==> src/design/assert_macros.svh <==
// Assertion macros shared by the RTL files of the vertex normal block.
// Each macro takes a label, an antecedent, a consequent and a message.
`ifndef ASSERT_MACROS_SVH
`define ASSERT_MACROS_SVH

// Same-cycle implication, disabled during reset
`define ASSERT_IMPL(label, ante, cons, msg) \
    label: assert property (@(posedge clk) disable iff (!rst_n) (ante) |-> (cons)) \
        else $error(msg);

// Next-cycle implication, disabled during reset
`define ASSERT_NEXT(label, ante, cons, msg) \
    label: assert property (@(posedge clk) disable iff (!rst_n) (ante) |=> (cons)) \
        else $error(msg);

`endif

==> src/design/mvna_mul.sv <==
// Shared signed multiplier with a registered product.
// No dependencies.
`timescale 1ns / 1ps
`default_nettype none

module mvna_mul #(
    parameter int W = 32
) (
    input  logic                  clk,
    input  logic signed [W-1:0]   a,
    input  logic signed [W-1:0]   b,
    output logic signed [2*W-1:0] p
);

    logic signed [2*W-1:0] p_reg;

    always_ff @(posedge clk)
    begin
        p_reg <= a * b;
    end

    assign p = p_reg;

endmodule

`default_nettype wire

==> config.mk <==
export PLATFORM = sky130hd
export DESIGN_NAME = mvna_mul
export DESIGN_NICKNAME = d
export VERILOG_FILES = /design/src/design/assert_macros.svh /design/src/design/mvna_mul.sv
export SDC_FILE = /design/constraint.sdc
export NUM_CORES = 2
export LEC_CHECK = 0
export ABC_CLOCK_PERIOD_IN_PS = 21300
export BUFFER_PORTS_ARGS = -buffer_cell sky130_fd_sc_hd__buf_2
export CORE_UTILIZATION = 45
export CTS_BUF_LIST = sky130_fd_sc_hd__clkbuf_4
export DETAILED_ROUTE_END_ITERATION = 6
export HOLD_SLACK_MARGIN = 0.06
export SLEW_MARGIN = 40
export SYNTH_ARGS = -nofsm -noshare
export SYNTH_HDL_FRONTEND = slang
export SYNTH_SLANG_ARGS = --single-unit
==> constraint.sdc <==
create_clock -name clk -period 21.3 [get_ports clk]
set_clock_uncertainty 0.2 [all_clocks]
set_input_delay 2.13 -clock clk [delete_from_list [all_inputs] [get_ports clk]]
set_output_delay 2.13 -clock clk [all_outputs]
set_load 0.1 [all_outputs]
# Word level (Yosys, flattened, before mapping)
# Cells that the tools add are included.
[op_classes] multipliers=1
[op_table] operator="$mul A32 B32 Y64" n=1
[totals] ff_bits=64 in_bits=65 output_inout_bits=64 wordCells=2

# Depth between registers and ports, before layout
[depth] word_depth=1 depth_mapped=28 depth_no_buf=27

# Least setup slack after synthesis
# No wires, ideal clock.
[synth_path] path_kind="input-to-reg" from="input port b[2]" to="register p_reg[62] (netlist: p[62])" setup_time_ns=0.072 arrival_ns=9.319 required_time_ns=21.028 path_slack_ns=11.709 path_stages=24 n_path_buf=1 cell_sequence="clkbuf_1 nand2_1 inv_1 fa_1 fa_1 fa_1 fa_1 inv_1 fa_1 inv_1 fa_1 inv_1 fa_1 inv_1 fa_1 ha_1 and3_1 nand2_1 or3_1 o22a_1 o211ai_1 a31oi_1 o31ai_1 xor2_1"
[synth_between] elab_chain_cells=1
[synth_lines] element="from (decl)" line="mvna_mul.sv:11" text="input logic signed [W-1:0] b,"
[synth_lines] element="$mul A32 B32 Y64" line="mvna_mul.sv:19" text="p_reg <= a * b;"
[synth_lines] element="to (signal assigned)" line="mvna_mul.sv:19"
[synth_lines] element="to (decl)" line="mvna_mul.sv:15" text="logic signed [2*W-1:0] p_reg;"
# Every way passes these cells.

# Worst setup path after layout
[layout_path] from="input port b[8]" to="register p_reg[60] (netlist: p[60])"
# The elaborated chain is that of the path after synthesis.

==> results.py <==
metrics = {
    "layout": {
        "largest_register_ffs": 64,
        "syn2layout_area_growth_pct": 4.47,
        "nets": 5180,
        "final_cell_mix": "1082 x fa_1, 952 x inv_1, 516 x and2_1",
        "final_util_pct": 47.5,
        "final_common_cell": "fa_1",
        "layout-drive-gt1-share_pct": 5.01,
        "fillers": 7844,
    },
    "synthesis": {
        "synthFlopType": "dfxtp_1",
        "syn_avg_cell_area_sq_um": 9.59,
        "netlist_area_sq_mm": 0.0372,
        "async_flop_share_pct": 0,
        "syn-num-nets": 5215,
        "yosys_warnings": 0,
        "ys_ff_latch": 64,
        "synth_edf_count": 0,
        "synthCells": 3884,
        "ys_seq_area_share_pct": 3.44,
        "ys_types": 63,
    },
    "timing": {
        "tns_ns": 0,
        "tightest_slew_ns": 0.913,
        "layout_min_cycle_time_ns": 10.24,
        "rsz0062_at_grt": "false",
        "fmax_mhz": 97.7,
        "slew_viol_final": 0,
        "hold_viol": 0,
        "slew_headroom_pct": 39.1,
        "finalSetupViolations": 0,
        "post-route-period-util_pct": 48.1,
    },
    "routing": {
        "vias": 25500,
        "antenna_left": 0,
        "drt_iter0_drc": 1355,
        "firstDrtPassIters": 7,
        "wire_per_inst_um": 20.9,
        "routed_wl_um": 103000,
        "vias_per_cell": 5.18,
        "drc_errors": 0,
    },
    "worst_setup_path": {
        "path_max_fanout": 32,
        "critPathLaunchType": "input pin",
        "critPathCaptureType": "register",
        "crit_path_top_delay_cell": "fa_1",
        "timing.critical_path.mode_cell": "fa_1",
        "slowest_delay_ns": 0.80,
        "crit_type": "in -> reg",
        "required_ns": 21.65,
        "arrival_ns": 10.59,
        "crit_buf_inv": 6,
        "crit_family": "adder cells",
    },
    "place": {
        "io_buffers": 128,
        "hpwlAfterDp_um": 81500,
        "routabilityCongestion": 0.886,
    },
    "clock_network": {
        "cts.sinks": 64,
        "cts_tree": "built",
        "h-tree-depth": 3,
        "cts.clk_slew.worst_paths_ns": 0.15,
        "post_cts_resize_count": 0,
        "postCtsSetupBuffers": 0,
        "cts.hold.buffers_added": 0,
        "clock_path_buffers": 2,
        "cts-root-buf": "clkbuf_4",
        "numCtsBuffers": 9,
    },
    "floorplanning": {
        "ios": 129,
        "die_w_um": 290,
        "dieHeight_um": 290,
        "start_util_pct": 45.4,
        "rows": 105,
        "fp.coreArea_sq_mm": 0.0820,
        "die_area_sq_mm": 0.0839,
    },
    "worst_hold_path": {
        "hold_class": "in -> reg",
    },
    "global_route": {
        "antenna_found_initial": 11,
        "grt_max_degree": 33,
        "grt_pass1_wl_um": 167000,
        "grt_pass1_vias": 28500,
        "overflow": 0,
        "track_usage_pct": 26.6,
    },
    "run": {
        "cap_viol_max_count": 0,
    },
    "run_status": {
        "status": "complete, no violations",
    },
}
## synth_stat cells (7+ instances only)
| cell | instances | area [sq um] |
|---|---|---|
| and2_1 | 516 | 3230 |
| clkbuf_1 | 195 | 732 |
| a21oi_1 | 68 | 340 |
| nor2_1 | 42 | 158 |
| and3_1 | 7 | 43.8 |
| dfxtp_1 | 64 | 1280 |
| nand4_1 | 7 | 43.8 |
| xnor2_1 | 53 | 464 |
| o21bai_1 | 15 | 113 |
| xor2_1 | 22 | 193 |
| a31oi_1 | 12 | 75.1 |
| nand2_1 | 511 | 1920 |
| inv_1 | 952 | 3570 |
| o21ai_0 | 28 | 140 |
| fa_1 | 1082 | 21700 |
| a21o_1 | 23 | 173 |
| nand3_1 | 15 | 75.1 |
| nand2b_1 | 9 | 56.3 |
| ha_1 | 184 | 2300 |
## cell type report
cell class | count | area (sq um) | area share [%]
Multi-Input combinational cell | 2668 | 31600 | 81.3
Clock buffer | 10 | 75.1 | 0.193
Inverter | 952 | 3570 | 9.18
Clock inverter | 6 | 83.8 | 0.215
Timing Repair Buffer | 154 | 908 | 2.33
Tap cell | 1070 | 1340 | 3.44
Antenna cell | 2 | 5.00 | 0.0129
Sequential cell | 64 | 1280 | 3.29
## tightest hold or removal path, cell delays in order
cell and delay [ns]:
buf_2 0.09, buf_4 0.22, and2_1 0.20
## routing by layer
metal	part of all wire (%)	routed length [um]	global-route usage, %
met5	0.055	57	0
met4	3.9	4020	9.65
met3	5.0	5120	3.78
met2	51	52500	45.7
met1	40	41400	34.2
## cell families after synthesis
logic type | Yosys count | share of synthesized area, %
AO/OA/AOI/OAI | 193 | 3.46
buffers and inverters | 1152 | 11.6
XOR/XNOR | 75 | 1.76
flip-flops | 64 | 3.44
AND/OR/NAND/NOR | 1134 | 15.4
adder cells (fa/ha/maj) | 1266 | 64.3
## metrics by stage
stage	hold WS [ns]	setup WS, ns	std cells	area [sq um]
2_1_floorplan	2.06	11.71	3884	37200
3_3_place_gp	2.48	10.50	4905	38600
3_5_place_dp	2.48	10.41	4906	38700
4_1_cts	1.82	11.06	4922	38800
5_1_grt	1.86	10.58	4926	38900
6_report	1.86	11.06	4926	38900
## worst paths after layout
check | from | endpoint | depth (start not counted)
worst min-delay path | b[0] | p[0]$_DFF_P_ | 3
worst max-delay path | b[8] | p[60]$_DFF_P_ | 26
Power is left out: the tool's default activity adds up to more than one toggle a clock period on the data nets, which glitch-free logic cannot reach.
