## src/design/assert_macros.svh

```systemverilog
// Assertion macros shared by the RTL files of the vertex normal block.
// Each macro takes a label, an antecedent, a consequent and a message.
`ifndef ASSERT_MACROS_SVH
`define ASSERT_MACROS_SVH

// Same-cycle implication, disabled during reset
`define ASSERT_IMPL(label, ante, cons, msg) \
    label: assert property (@(posedge clk) disable iff (!rst_n) (ante) |-> (cons)) \
        else $error(msg);

// Next-cycle implication, disabled during reset
`define ASSERT_NEXT(label, ante, cons, msg) \
    label: assert property (@(posedge clk) disable iff (!rst_n) (ante) |=> (cons)) \
        else $error(msg);

`endif

```

## src/design/mvna_pkg.sv

```systemverilog
// Types and fixed constants for the vertex normal accumulator.
// No dependencies; used by mvna_norm and the top level through scoped names, and imported by the testbench.
`timescale 1ns / 1ps
`default_nettype none

package mvna_pkg;

    // Field widths of the item formats
    localparam int OPC_W      = 2;
    localparam int IDX_IN_W   = 10;
    localparam int POS_W      = 20;
    localparam int CNT_W      = 11;
    localparam int Q15_W      = 16;

    // Configuration port
    localparam int CFG_IDX_W  = 3;
    localparam int CFG_DATA_W = 20;

    localparam logic [OPC_W-1:0] OP_LOAD = 2'd0;
    localparam logic [OPC_W-1:0] OP_TRI  = 2'd1;
    localparam logic [OPC_W-1:0] OP_READ = 2'd2;

    localparam logic [CFG_IDX_W-1:0] CFG_WATER  = 3'd0;
    localparam logic [CFG_IDX_W-1:0] CFG_FLAT   = 3'd1;
    localparam logic [CFG_IDX_W-1:0] CFG_OFS_X  = 3'd2;
    localparam logic [CFG_IDX_W-1:0] CFG_OFS_Y  = 3'd3;
    localparam logic [CFG_IDX_W-1:0] CFG_OFS_Z  = 3'd4;
    localparam logic [CFG_IDX_W-1:0] CFG_VCOUNT = 3'd5;

    // Normaliser: the largest magnitude is scaled into [2^NORM_LO, 2^NORM_HI)
    localparam int NORM_LO    = 29;
    localparam int NORM_HI    = 30;
    localparam int NORM_OP_W  = 31;   // signed multiplier operand for a scaled magnitude
    localparam int SQ_W       = 62;   // sum of three squares
    localparam int ROOT_STEPS = 31;
    localparam int ROOT_W     = 31;   // integer root of SQ_W bits
    localparam int FRAC_W     = 15;
    localparam int QUO_W      = 17;   // quotient bits, clamped afterwards
    localparam int NUM_W      = 46;   // m * 2^15 + n / 2

    localparam logic [SQ_W-1:0]  ROOT_START = SQ_W'(1) << (2 * (ROOT_STEPS - 1));
    localparam logic [Q15_W-1:0] Q15_MAX    = 16'h7FFF;

    typedef struct packed {
        logic [OPC_W-1:0]        opcode;
        logic [IDX_IN_W-1:0]     vertex_index;
        logic signed [POS_W-1:0] pos_x;
        logic signed [POS_W-1:0] pos_y;
        logic signed [POS_W-1:0] pos_z;
        logic [IDX_IN_W-1:0]     corner_a;
        logic [IDX_IN_W-1:0]     corner_b;
        logic [IDX_IN_W-1:0]     corner_c;
    } in_item_t;

    typedef struct packed {
        logic signed [Q15_W-1:0] normal_x;
        logic signed [Q15_W-1:0] normal_y;
        logic signed [Q15_W-1:0] normal_z;
        logic [IDX_IN_W-1:0]     normal_index;
        logic                    zero_normal;
    } out_item_t;

    // Result of the normaliser
    typedef struct packed {
        logic signed [Q15_W-1:0] x;
        logic signed [Q15_W-1:0] y;
        logic signed [Q15_W-1:0] z;
        logic                    zero;
    } norm_res_t;

endpackage

`default_nettype wire

```

## src/design/mvna_norm.sv

```systemverilog
// Iterative normaliser: scale, sum of squares, integer root, Q1.15 divide.
// Depends on mvna_pkg; borrows the shared multiplier through mul_a/mul_b/mul_p.
`timescale 1ns / 1ps
`default_nettype none

module mvna_norm #(
    parameter int VEC_W = 58,
    parameter int MUL_W = 32
) (
    input  logic                    clk,
    input  logic                    rst_n,
    input  logic                    start,
    input  logic signed [VEC_W-1:0] vec_x,
    input  logic signed [VEC_W-1:0] vec_y,
    input  logic signed [VEC_W-1:0] vec_z,
    output logic signed [MUL_W-1:0] mul_a,
    output logic signed [MUL_W-1:0] mul_b,
    input  logic [2*MUL_W-1:0]      mul_p,
    output logic                    done,
    output mvna_pkg::norm_res_t     res
);

    localparam logic [2:0] N_IDLE  = 3'd0;
    localparam logic [2:0] N_SCALE = 3'd1;
    localparam logic [2:0] N_SQ    = 3'd2;
    localparam logic [2:0] N_ROOT  = 3'd3;
    localparam logic [2:0] N_DIV   = 3'd4;
    localparam logic [2:0] N_DONE  = 3'd5;

    localparam int HI = mvna_pkg::NORM_HI;
    localparam int RW = mvna_pkg::ROOT_W;
    localparam int QW = mvna_pkg::QUO_W;

    logic [2:0]              st_reg;
    logic [4:0]              cnt_reg;
    logic [1:0]              k_reg;
    logic [VEC_W-1:0]        mx_reg, my_reg, mz_reg;
    logic                    neg_x_reg, neg_y_reg, neg_z_reg;
    logic [mvna_pkg::SQ_W-1:0] sq_reg, rad_reg, r_reg, bit_reg;
    logic [RW-1:0]           n_reg;
    logic [RW-1:0]           rem_reg;
    logic [QW-1:0]           dnum_reg, q_reg;
    mvna_pkg::norm_res_t     res_reg;

    logic [VEC_W-1:0]        ax, ay, az, or_m;
    logic [HI-1:0]           m_sel;
    logic                    neg_sel;
    logic [mvna_pkg::SQ_W:0] try_sum;
    logic                    root_ge;
    logic [mvna_pkg::NUM_W-1:0] num;
    logic [RW:0]             div_t;
    logic                    div_ge;
    logic [QW-1:0]           q_fin;
    logic [mvna_pkg::Q15_W-1:0] q_clamp;
    logic signed [mvna_pkg::Q15_W-1:0] q_enc;

    // Magnitudes of the incoming vector
    always_comb
    begin
        ax = vec_x[VEC_W-1] ? VEC_W'(-vec_x) : VEC_W'(vec_x);
        ay = vec_y[VEC_W-1] ? VEC_W'(-vec_y) : VEC_W'(vec_y);
        az = vec_z[VEC_W-1] ? VEC_W'(-vec_z) : VEC_W'(vec_z);
        or_m = mx_reg | my_reg | mz_reg;
    end

    // Component picked by the square counter or the divide counter
    always_comb
    begin
        case ((st_reg == N_SQ) ? cnt_reg[1:0] : k_reg)
            2'd0:
            begin
                m_sel   = mx_reg[HI-1:0];
                neg_sel = neg_x_reg;
            end
            2'd1:
            begin
                m_sel   = my_reg[HI-1:0];
                neg_sel = neg_y_reg;
            end
            default:
            begin
                m_sel   = mz_reg[HI-1:0];
                neg_sel = neg_z_reg;
            end
        endcase
    end

    assign mul_a = MUL_W'(m_sel);
    assign mul_b = MUL_W'(m_sel);

    // One step of the bit-pair square root
    always_comb
    begin
        try_sum = {1'b0, r_reg} + {1'b0, bit_reg};
        root_ge = {1'b0, rad_reg} >= try_sum;
    end

    // One step of the restoring divide, plus the Q1.15 encoding
    always_comb
    begin
        num     = mvna_pkg::NUM_W'({m_sel, {mvna_pkg::FRAC_W{1'b0}}})
                + mvna_pkg::NUM_W'(n_reg >> 1);
        div_t   = {rem_reg, dnum_reg[QW-1]};
        div_ge  = div_t >= {1'b0, n_reg};
        q_fin   = {q_reg[QW-2:0], div_ge};
        q_clamp = (q_fin > QW'(mvna_pkg::Q15_MAX)) ? mvna_pkg::Q15_MAX
                                                   : q_fin[mvna_pkg::Q15_W-1:0];
        q_enc   = neg_sel ? -$signed(q_clamp) : $signed(q_clamp);
    end

    // Sequencer
    always_ff @(posedge clk or negedge rst_n)
    begin
        if (!rst_n)
        begin
            st_reg  <= N_IDLE;
            cnt_reg <= '0;
            k_reg   <= '0;
        end
        else
        begin
            case (st_reg)
                N_IDLE:
                begin
                    if (start)
                    begin
                        st_reg  <= ((ax | ay | az) == '0) ? N_DONE : N_SCALE;
                        cnt_reg <= '0;
                        k_reg   <= '0;
                    end
                end
                N_SCALE:
                begin
                    if (!(|or_m[VEC_W-1:HI]) && or_m[mvna_pkg::NORM_LO])
                    begin
                        st_reg  <= N_SQ;
                        cnt_reg <= '0;
                    end
                end
                N_SQ:
                begin
                    cnt_reg <= cnt_reg + 5'd1;
                    if (cnt_reg == 5'd3)
                    begin
                        st_reg  <= N_ROOT;
                        cnt_reg <= '0;
                    end
                end
                N_ROOT:
                begin
                    cnt_reg <= cnt_reg + 5'd1;
                    if (cnt_reg == 5'(mvna_pkg::ROOT_STEPS - 1))
                    begin
                        st_reg  <= N_DIV;
                        cnt_reg <= '0;
                    end
                end
                N_DIV:
                begin
                    cnt_reg <= cnt_reg + 5'd1;
                    if (cnt_reg == 5'(QW))
                    begin
                        cnt_reg <= '0;
                        k_reg   <= k_reg + 2'd1;
                        if (k_reg == 2'd2)
                        begin
                            st_reg <= N_DONE;
                        end
                    end
                end
                N_DONE:
                begin
                    st_reg <= N_IDLE;
                end
                default:
                begin
                    st_reg <= N_IDLE;
                end
            endcase
        end
    end

    // Datapath registers
    always_ff @(posedge clk)
    begin
        case (st_reg)
            N_IDLE:
            begin
                mx_reg    <= ax;
                my_reg    <= ay;
                mz_reg    <= az;
                neg_x_reg <= vec_x[VEC_W-1];
                neg_y_reg <= vec_y[VEC_W-1];
                neg_z_reg <= vec_z[VEC_W-1];
                res_reg   <= '{x: '0, y: '0, z: '0, zero: 1'b1};
            end
            N_SCALE:
            begin
                // one bit a cycle, truncating on the way down
                if (|or_m[VEC_W-1:HI])
                begin
                    mx_reg <= mx_reg >> 1;
                    my_reg <= my_reg >> 1;
                    mz_reg <= mz_reg >> 1;
                end
                else if (!or_m[mvna_pkg::NORM_LO])
                begin
                    mx_reg <= mx_reg << 1;
                    my_reg <= my_reg << 1;
                    mz_reg <= mz_reg << 1;
                end
            end
            N_SQ:
            begin
                // product of the previous count arrives now
                if (cnt_reg == 5'd1)
                begin
                    sq_reg <= mul_p[mvna_pkg::SQ_W-1:0];
                end
                else if (cnt_reg == 5'd2)
                begin
                    sq_reg <= sq_reg + mul_p[mvna_pkg::SQ_W-1:0];
                end
                else if (cnt_reg == 5'd3)
                begin
                    rad_reg <= sq_reg + mul_p[mvna_pkg::SQ_W-1:0];
                    r_reg   <= '0;
                    bit_reg <= mvna_pkg::ROOT_START;
                end
            end
            N_ROOT:
            begin
                if (root_ge)
                begin
                    rad_reg <= rad_reg - try_sum[mvna_pkg::SQ_W-1:0];
                    r_reg   <= (r_reg >> 1) + bit_reg;
                end
                else
                begin
                    r_reg <= r_reg >> 1;
                end
                bit_reg <= bit_reg >> 2;
                res_reg.zero <= 1'b0;
                n_reg <= root_ge ? RW'((r_reg >> 1) + bit_reg) : RW'(r_reg >> 1);
            end
            N_DIV:
            begin
                if (cnt_reg == '0)
                begin
                    rem_reg  <= RW'(num[mvna_pkg::NUM_W-1:QW]);
                    dnum_reg <= num[QW-1:0];
                    q_reg    <= '0;
                end
                else
                begin
                    rem_reg  <= div_ge ? RW'(div_t - {1'b0, n_reg}) : div_t[RW-1:0];
                    dnum_reg <= dnum_reg << 1;
                    q_reg    <= q_fin;
                    if (cnt_reg == 5'(QW))
                    begin
                        case (k_reg)
                            2'd0:    res_reg.x <= q_enc;
                            2'd1:    res_reg.y <= q_enc;
                            default: res_reg.z <= q_enc;
                        endcase
                    end
                end
            end
            default:
            begin
            end
        endcase
    end

    assign done = (st_reg == N_DONE);
    assign res  = res_reg;

endmodule

`default_nettype wire

```

## config.mk

```make
export PLATFORM = sky130hd
export DESIGN_NAME = mvna_norm
export DESIGN_NICKNAME = d
export VERILOG_FILES = /design/src/design/assert_macros.svh /design/src/design/mvna_pkg.sv /design/src/design/mvna_norm.sv
export SDC_FILE = /design/constraint.sdc
export NUM_CORES = 2
export LEC_CHECK = 0
export ABC_AREA = 0
export BUFFER_PORTS_ARGS = -buffer_cell sky130_fd_sc_hd__buf_2
export CELL_PAD_IN_SITES_DETAIL_PLACEMENT = 1
export CELL_PAD_IN_SITES_GLOBAL_PLACEMENT = 2
export CORE_AREA = 2 2 339 374
export DETAILED_ROUTE_END_ITERATION = 16
export DIE_AREA = 0 0 341 376
export PLACE_DENSITY = 0.71
export SLEW_MARGIN = 10
export SYNTH_ARGS = -nofsm -noshare
export SYNTH_HDL_FRONTEND = slang
export SYNTH_SLANG_ARGS = --single-unit
export TNS_END_PERCENT = 1
```

## constraint.sdc

```tcl
create_clock -name clk -period 16.6 [get_ports clk]
set_clock_uncertainty 0.15 [all_clocks]
set_input_delay 1.66 -clock clk [delete_from_list [all_inputs] [get_ports clk]]
set_output_delay 1.66 -clock clk [all_outputs]
set_load 0.02 [all_outputs]
```

=== Yosys cells after proc, flatten, opt, wreduce, memory -nomap -nowiden ===
Index checks and enable logic that the tools add are counted.

* Add/sub/neg operators: 12
* Multiply operators: 0
* Divide/modulo/power cells: 0
* Order comparisons: 3
* Equality and inequality tests: 27
* Shift-type cells: 0
* Muxes and demuxes: 61
* Bitwise gates (word level): 4
* Reduce and logical (&&, ||, !) cells: 25

{| class="wikitable"
|+ Operators with widths
! operator !! number
|-
| 62-bit 2-to-1 mux || 13
|-
| 58-bit 2-to-1 mux || 9
|-
| 62-bit one-hot mux with 2 select lines || 3
|-
| 58-bit one-hot mux with 2 select lines || 3
|-
| 58-bit bitwise OR || 4
|-
| 58-bit negator || 3
|-
| 48-bit 2-to-1 mux || 2
|-
| 48-bit one-hot mux with 2 select lines || 1
|-
| 16-bit 2-to-1 mux || 5
|-
| 62-bit by 62-bit adder with 63-bit output || 1
|-
| 62-bit by 63-bit greater-or-equal comparator with 1-bit output || 1
|-
| 61-bit by 62-bit adder with 62-bit output || 1
|-
| 62-bit adder || 1
|-
| 31-bit 2-to-1 mux || 2
|-
| 62-bit subtractor || 1
|-
| 30-bit one-hot mux with 2 select lines || 1
|-
| 58-bit logical NOT || 1
|-
| 45-bit by 30-bit adder with 46-bit output || 1
|-
| 32-bit by 31-bit greater-or-equal comparator with 1-bit output || 1
|-
| 31-bit subtractor || 1
|-
| 29-bit 2-to-1 mux || 1
|-
| 28-bit OR reduction || 1
|-
| 5-bit 2-to-1 mux || 5
|-
| 5-bit one-hot mux with 5 select lines || 1
|-
| other kinds (34) || 69
|}

* Register bits: 579
* Latch bits: 0
* RAM bits: 0
* Bits in read-only memories: 0
* Bits of input ports: 241
* Output and inout port bits: 114
* Logic and storage cells: 155
* Memories kept: 0

=== Depth between registers and ports, before layout ===
* Depth in word-level cells: 9
* Depth in mapped cells: 26
* Depth with buffers taken out: 24

=== Worst setup path after synthesis ===
Ideal clock, no wire load.

* Path kind: register to register
* From: register st_reg[0]
* To: register mx_reg[0], enable pin
* Setup time: 0.768 ns
* Arrival: 9.814 ns
* Required time: 15.682 ns
* Slack: 5.868 ns
* Cell stages (with the launch flop): 7
* Path buffers: 4
* Clock period less this slack: 10.732 ns
* Path through: dfrtp_1 -> clkbuf_1 -> clkbuf_1 -> nand2_1 -> clkbuf_1 -> clkbuf_1 -> o22ai_1

* Word-level cells in the longest chain between the ends: 3
* Elaborated cells between the ends (all ways): 5
* Classes of those cells: eq/ne (2); reduce/logical (3)

{| class="wikitable"
|+ Ends and longest elaborated chain
! element !! line !! text
|-
| start: declaration || mvna_norm.sv:34 || <nowiki>logic [2:0] st_reg;</nowiki>
|-
| start signal: assignment || mvna_norm.sv:127 || <nowiki>st_reg <= ((ax | ay | az) == '0) ? N_DONE : N_SCALE;</nowiki>
|-
| 3-bit by 1-bit == test with 1-bit output or 3-bit logical NOT (tied branches) || mvna_norm.sv:186 || <nowiki>case (st_reg)</nowiki>
|-
| 3-bit inequality test (no line) or 2-bit nonzero test (tied branches) || n/a ||
|-
| 2-bit AND reduction (no line) (*) || n/a ||
|-
| end signal: assignment || mvna_norm.sv:202 || <nowiki>mx_reg <= mx_reg >> 1;</nowiki>
|-
| end signal: assignment || mvna_norm.sv:208 || <nowiki>mx_reg <= mx_reg << 1;</nowiki>
|-
| end: declaration || mvna_norm.sv:37 || <nowiki>logic [VEC_W-1:0] mx_reg, my_reg, mz_reg;</nowiki>
|}

Mark *: on every way between the ends. The rest lies on a longest branch, timed or not.
A chain may end at the register's enable or synchronous reset.

=== Worst setup path in the final report ===
* From: register r_reg[6] (netlist bit)
* To: register rad_reg[56] (netlist bit), enable pin

* Word-level cells in the longest chain between the ends: 4

{| class="wikitable"
|+ Ends and longest elaborated chain
! element !! line !! text
|-
| start: declaration || mvna_norm.sv:39 || <nowiki>logic [mvna_pkg::SQ_W-1:0] sq_reg, rad_reg, r_reg, bit_reg;</nowiki>
|-
| start signal: assignment || mvna_norm.sv:236 || <nowiki>r_reg <= (r_reg >> 1) + bit_reg;</nowiki>
|-
| start signal: assignment || mvna_norm.sv:240 || <nowiki>r_reg <= r_reg >> 1;</nowiki>
|-
| 62-bit by 62-bit adder with 63-bit output || mvna_norm.sv:94 || <nowiki>try_sum = {1'b0, r_reg} + {1'b0, bit_reg};</nowiki>
|-
| 62-bit by 63-bit greater-or-equal comparator with 1-bit output || mvna_norm.sv:95 || <nowiki>root_ge = {1'b0, rad_reg} >= try_sum;</nowiki>
|-
| 2-bit inequality test (no line) || n/a ||
|-
| 5-bit AND reduction (no line) || n/a ||
|-
| end signal: assignment || mvna_norm.sv:226 || <nowiki>rad_reg <= sq_reg + mul_p[mvna_pkg::SQ_W-1:0];</nowiki>
|-
| end signal: assignment || mvna_norm.sv:235 || <nowiki>rad_reg <= rad_reg - try_sum[mvna_pkg::SQ_W-1:0];</nowiki>
|-
| end: declaration || mvna_norm.sv:39 ||
|}

Every way passes these cells.

==> Flow_metrics.wiki <==
{| class="wikitable"
! Metric !! Value
|-
| Detailed-route wire length || 152,000 um
|-
| Mapped cell area || 43,200 um^2
|-
| Final worst-path setup slack || 8500 ps
|-
| Overall global routing resource usage || 0.231
|-
| DR DRC count || 0
|-
| Critical Path AT || 8220 ps
|-
| Share of final-layout standard cells stronger than drive strength 1 || 0.120
|-
| Placeable Area || 124,000 um^2
|-
| Row Count || 136
|-
| Cells after synthesis || 4,869
|-
| Area overhead of the layout relative to synthesis || 12.7%
|-
| Detailed placer's ending HPWL || 116,000 um
|-
| Routed length per instance || 22.4 um
|-
| CP peak stage delay || 690 ps
|-
| Power density cells || 148 nW/um^2
|-
| Cell Chain, Critical Path || ha_1 -> nand2_1 -> o21bai_1 -> a31oi_1 -> o311ai_0 -> nand3_1 -> a21oi_1 -> nor2b_1 -> o21ai_0 -> a31oi_1 -> xor2_1 -> ha_1 -> nand2_1 -> nor2_1 -> nand4_1 -> nor3_1 -> o21ai_0 -> o211ai_1 -> o221ai_4 -> buf_4 -> nor2_4 -> a21oi_1 -> nor2_4 -> buf_4
|-
| Clock tree from TritonCTS || done
|-
| Area contributors post-synth || edfxtp_1, ha_1, nand2_1, xnor2_1, xor2_1
|-
| Dominant delay contributor by cell family on the critical path || compound AO/OA/AOI/OAI gates
|-
| Crit Path Max Fanout || 62
|-
| Seq cells post-synth || 548
|-
| Timing-limited maximum frequency || 0.123 GHz
|-
| Number of enable-type register cells in the synthesized netlist || 538
|-
| Avg Inst Size Synth || 8.88 um^2
|-
| Initial core utilization || 0.348
|-
| Shortest clock period the worst path allows after layout || 8100 ps
|-
| Number of buffers inserted by port buffering || 348
|-
| Number of global-route vias before repair || 38.6k
|-
| Count of warnings emitted by yosys || 0
|-
| Most area-hungry cell type in the Yosys netlist || edfxtp_1
|-
| Clock latency on the worst-skew pair || 670 ps
|-
| Worst hold path class || flip-flop to flip-flop
|-
| Clock transition at path regs || 60 ps
|-
| Clock share of power || 0.221
|-
| Nature of the critical path endpoint || flip-flop
|-
| Root buffer selected by CTS || clkbuf_16
|-
| Kind of critical path || flip-flop to flip-flop
|-
| Width of the chip || 341 um
|-
| Detailed-routing iteration count for the pre-antenna-repair pass || 5
|-
| Stages on the worst setup path || 24
|-
| Worst-case clock buffer depth || 3
|-
| DRC marker count from the first detailed-route iteration || 2,391
|-
| Global-route wire length before repair || 232,000 um
|-
| Antenna-violating nets left || 0
|-
| Number of buffers inserted by hold repair at cts || 0
|-
| Sw Pwr || 3.06 mW
|-
| Share of the yosys chip area belonging to registers || 0.379
|-
| Measured slew at the worst slew-check pin || 1260 ps
|-
| Final hold violation count || 0
|-
| Total negative setup slack || 0 ps
|-
| Die Ht || 376 um
|-
| Number of violations of the max-capacitance limit || 0
|-
| Combinational share of power || 0.447
|-
| Share of total power in sequential cells || 0.331
|-
| Register-to-Register Path Depth || 24
|-
| # setup viols final || 0
|-
| Predominant post-synthesis flop cell || edfxtp_1
|-
| Crit start category || flip-flop
|-
| Number of antenna violations at the first check in global routing || 27
|-
| H-tree lvl count || 3
|-
| Buf+Inv Stages, Crit Path || 2
|-
| Minimum setup slack after placement || 8470 ps
|-
| CTS buffer count || 71
|-
| WHS Path Cells || 2
|-
| Net total in the final layout || 5,564
|-
| Worst-case headroom to the max-slew limit || 0.159
|-
| Ratio of routed vias to standard cells || 5.63
|-
| I/O pin total || 355
|-
| Leakage Power || 18.8 nW
|-
| Unrepaired setup endpoints after global routing || false
|-
| Ys async rst share || 0.0182
|-
| Gates resized, CTS repair || 0
|-
| Required time reported for the critical path endpoint || 16,720 ps
|-
| Count leader, synth || nand2_1
|-
| Pin count of the biggest net entering global routing || 222
|-
| Outcome || finished clean
|-
| Critical-path cell with the highest stage delay || o311ai_0
|-
| RePlAce Congestion || 0.914
|-
| Total gr overflow || 0
|-
| Leading cell types by count after synthesis || nand2_1, edfxtp_1, nor2_1
|-
| Int Pwr || 4.14 mW
|-
| Count of final max-slew check failures || 0
|-
| Vias post-DR || 38.2k
|-
| Top-area cell type share of the netlist area || 0.374
|-
| CTS sink cnt || 548
|-
| Die area || 128,000 um^2
|-
| Part of the cycle the worst path needs || 0.488
|-
| Maximum vdd drop || 149 uV
|-
| Fraction of power spent switching nets || 0.425
|-
| Buffer count from post-CTS setup fixing || 0
|-
| Unique cell type count in the Yosys netlist || 99
|}
## per-layer routing
metal | vias up | share of wire | GRT usage
met5 | - | 0.00049 | 0
met4 | 10 | 0.031 | 0.0783
met3 | 215 | 0.051 | 0.0292
met2 | 877 | 0.45 | 0.369
met1 | 18700 | 0.47 | 0.323
li1 | 18500 | - | -
## worst paths after layout
kind	from	end	slack (ps)
worst max-delay path	r_reg[6]$_SDFFCE_PN0P_	rad_reg[56]$_DFFE_PP_	8500
worst min-delay path	dnum_reg[14]$_DFFE_PP_	dnum_reg[15]$_DFFE_PP_	360
worst max register to register	r_reg[6]$_SDFFCE_PN0P_	rad_reg[56]$_DFFE_PP_	8500
worst min register to register	dnum_reg[14]$_DFFE_PP_	dnum_reg[15]$_DFFE_PP_	360
max in group asynchronous	rst_n	cnt_reg[4]$_DFFE_PN0P_	15350
min in group asynchronous	rst_n	cnt_reg[3]$_DFFE_PN0P_	710
## per-stage QoR
stage / utilization / power [mW] / std cells / instance area, um^2 / hold WS, ps
5_1_grt: 0.392 / 7.68 / 6792 / 48700 / 385
6_report: 0.392 / 7.20 / 6795 / 48800 / 364
3_5_place_dp: 0.373 / 5.63 / 6658 / 46400 / 358
3_3_place_gp: 0.373 / 5.57 / 6658 / 46400 / 351
4_1_cts: 0.392 / 7.27 / 6787 / 48700 / 372
2_1_floorplan: - / 4.66 / 4872 / 43300 / 341
## placed cells by master (no fill, tap or decap), types with 85 or more instances in the layout
master,synthesis,layout
a21oi_1,358,353
ha_1,244,244
edfxtp_1,538,538
a31oi_1,146,145
xnor2_1,228,228
nand3_1,90,90
inv_1,119,118
a21o_1,129,129
nor3_1,91,90
nor2_1,439,437
xor2_1,215,215
o21ai_0,365,364
and3_1,85,85
buf_2,17,348
nand2_1,600,596
## cell type report
cell class | count | area (um^2)
Sequential cell | 548 | 16400
Tap cell | 1656 | 2070
Multi-Input combinational cell | 3940 | 25400
Fill cell | 14500 | 75600
Clock inverter | 45 | 477
Inverter | 120 | 453
Antenna cell | 8 | 20.0
Timing Repair Buffer | 394 | 2100
Clock buffer | 84 | 1860
## kinds of logic after synthesis
group	count (synthesis)	share of synthesized area
flops	548	0.379
buf+inv	384	0.0373
mux	80	0.0205
simple gates	1764	0.196
xor+xnor	444	0.0902
other cells	1	0.0000867
compound gates	1400	0.204
fa+ha+maj	248	0.0724
## worst reg2reg max path, cell delays in order (launching register included)
cell,delay (ps)
edfxtp_1,500
ha_1,390
nand2_1,100
o21bai_1,260
a31oi_1,250
o311ai_0,690
nand3_1,300
a21oi_1,220
nor2b_1,100
o21ai_0,320
a31oi_1,180
xor2_1,180
ha_1,400
nand2_1,130
nor2_1,590
nand4_1,420
nor3_1,540
o21ai_0,200
o211ai_1,180
o221ai_4,140
buf_4,270
nor2_4,180
a21oi_1,140
nor2_4,130
buf_4,680
## power groups by stage
stage	Clock (mW)	Sequential [mW]	Combinational, mW
floorplan	0	2.37	2.28
global placement	0	2.40	3.17
detailed placement	0	2.40	3.23
CTS	1.64	2.38	3.25
global route	1.68	2.42	3.58
finish	1.59	2.38	3.22
No activity file was read; power rests on OpenSTA's default activity.
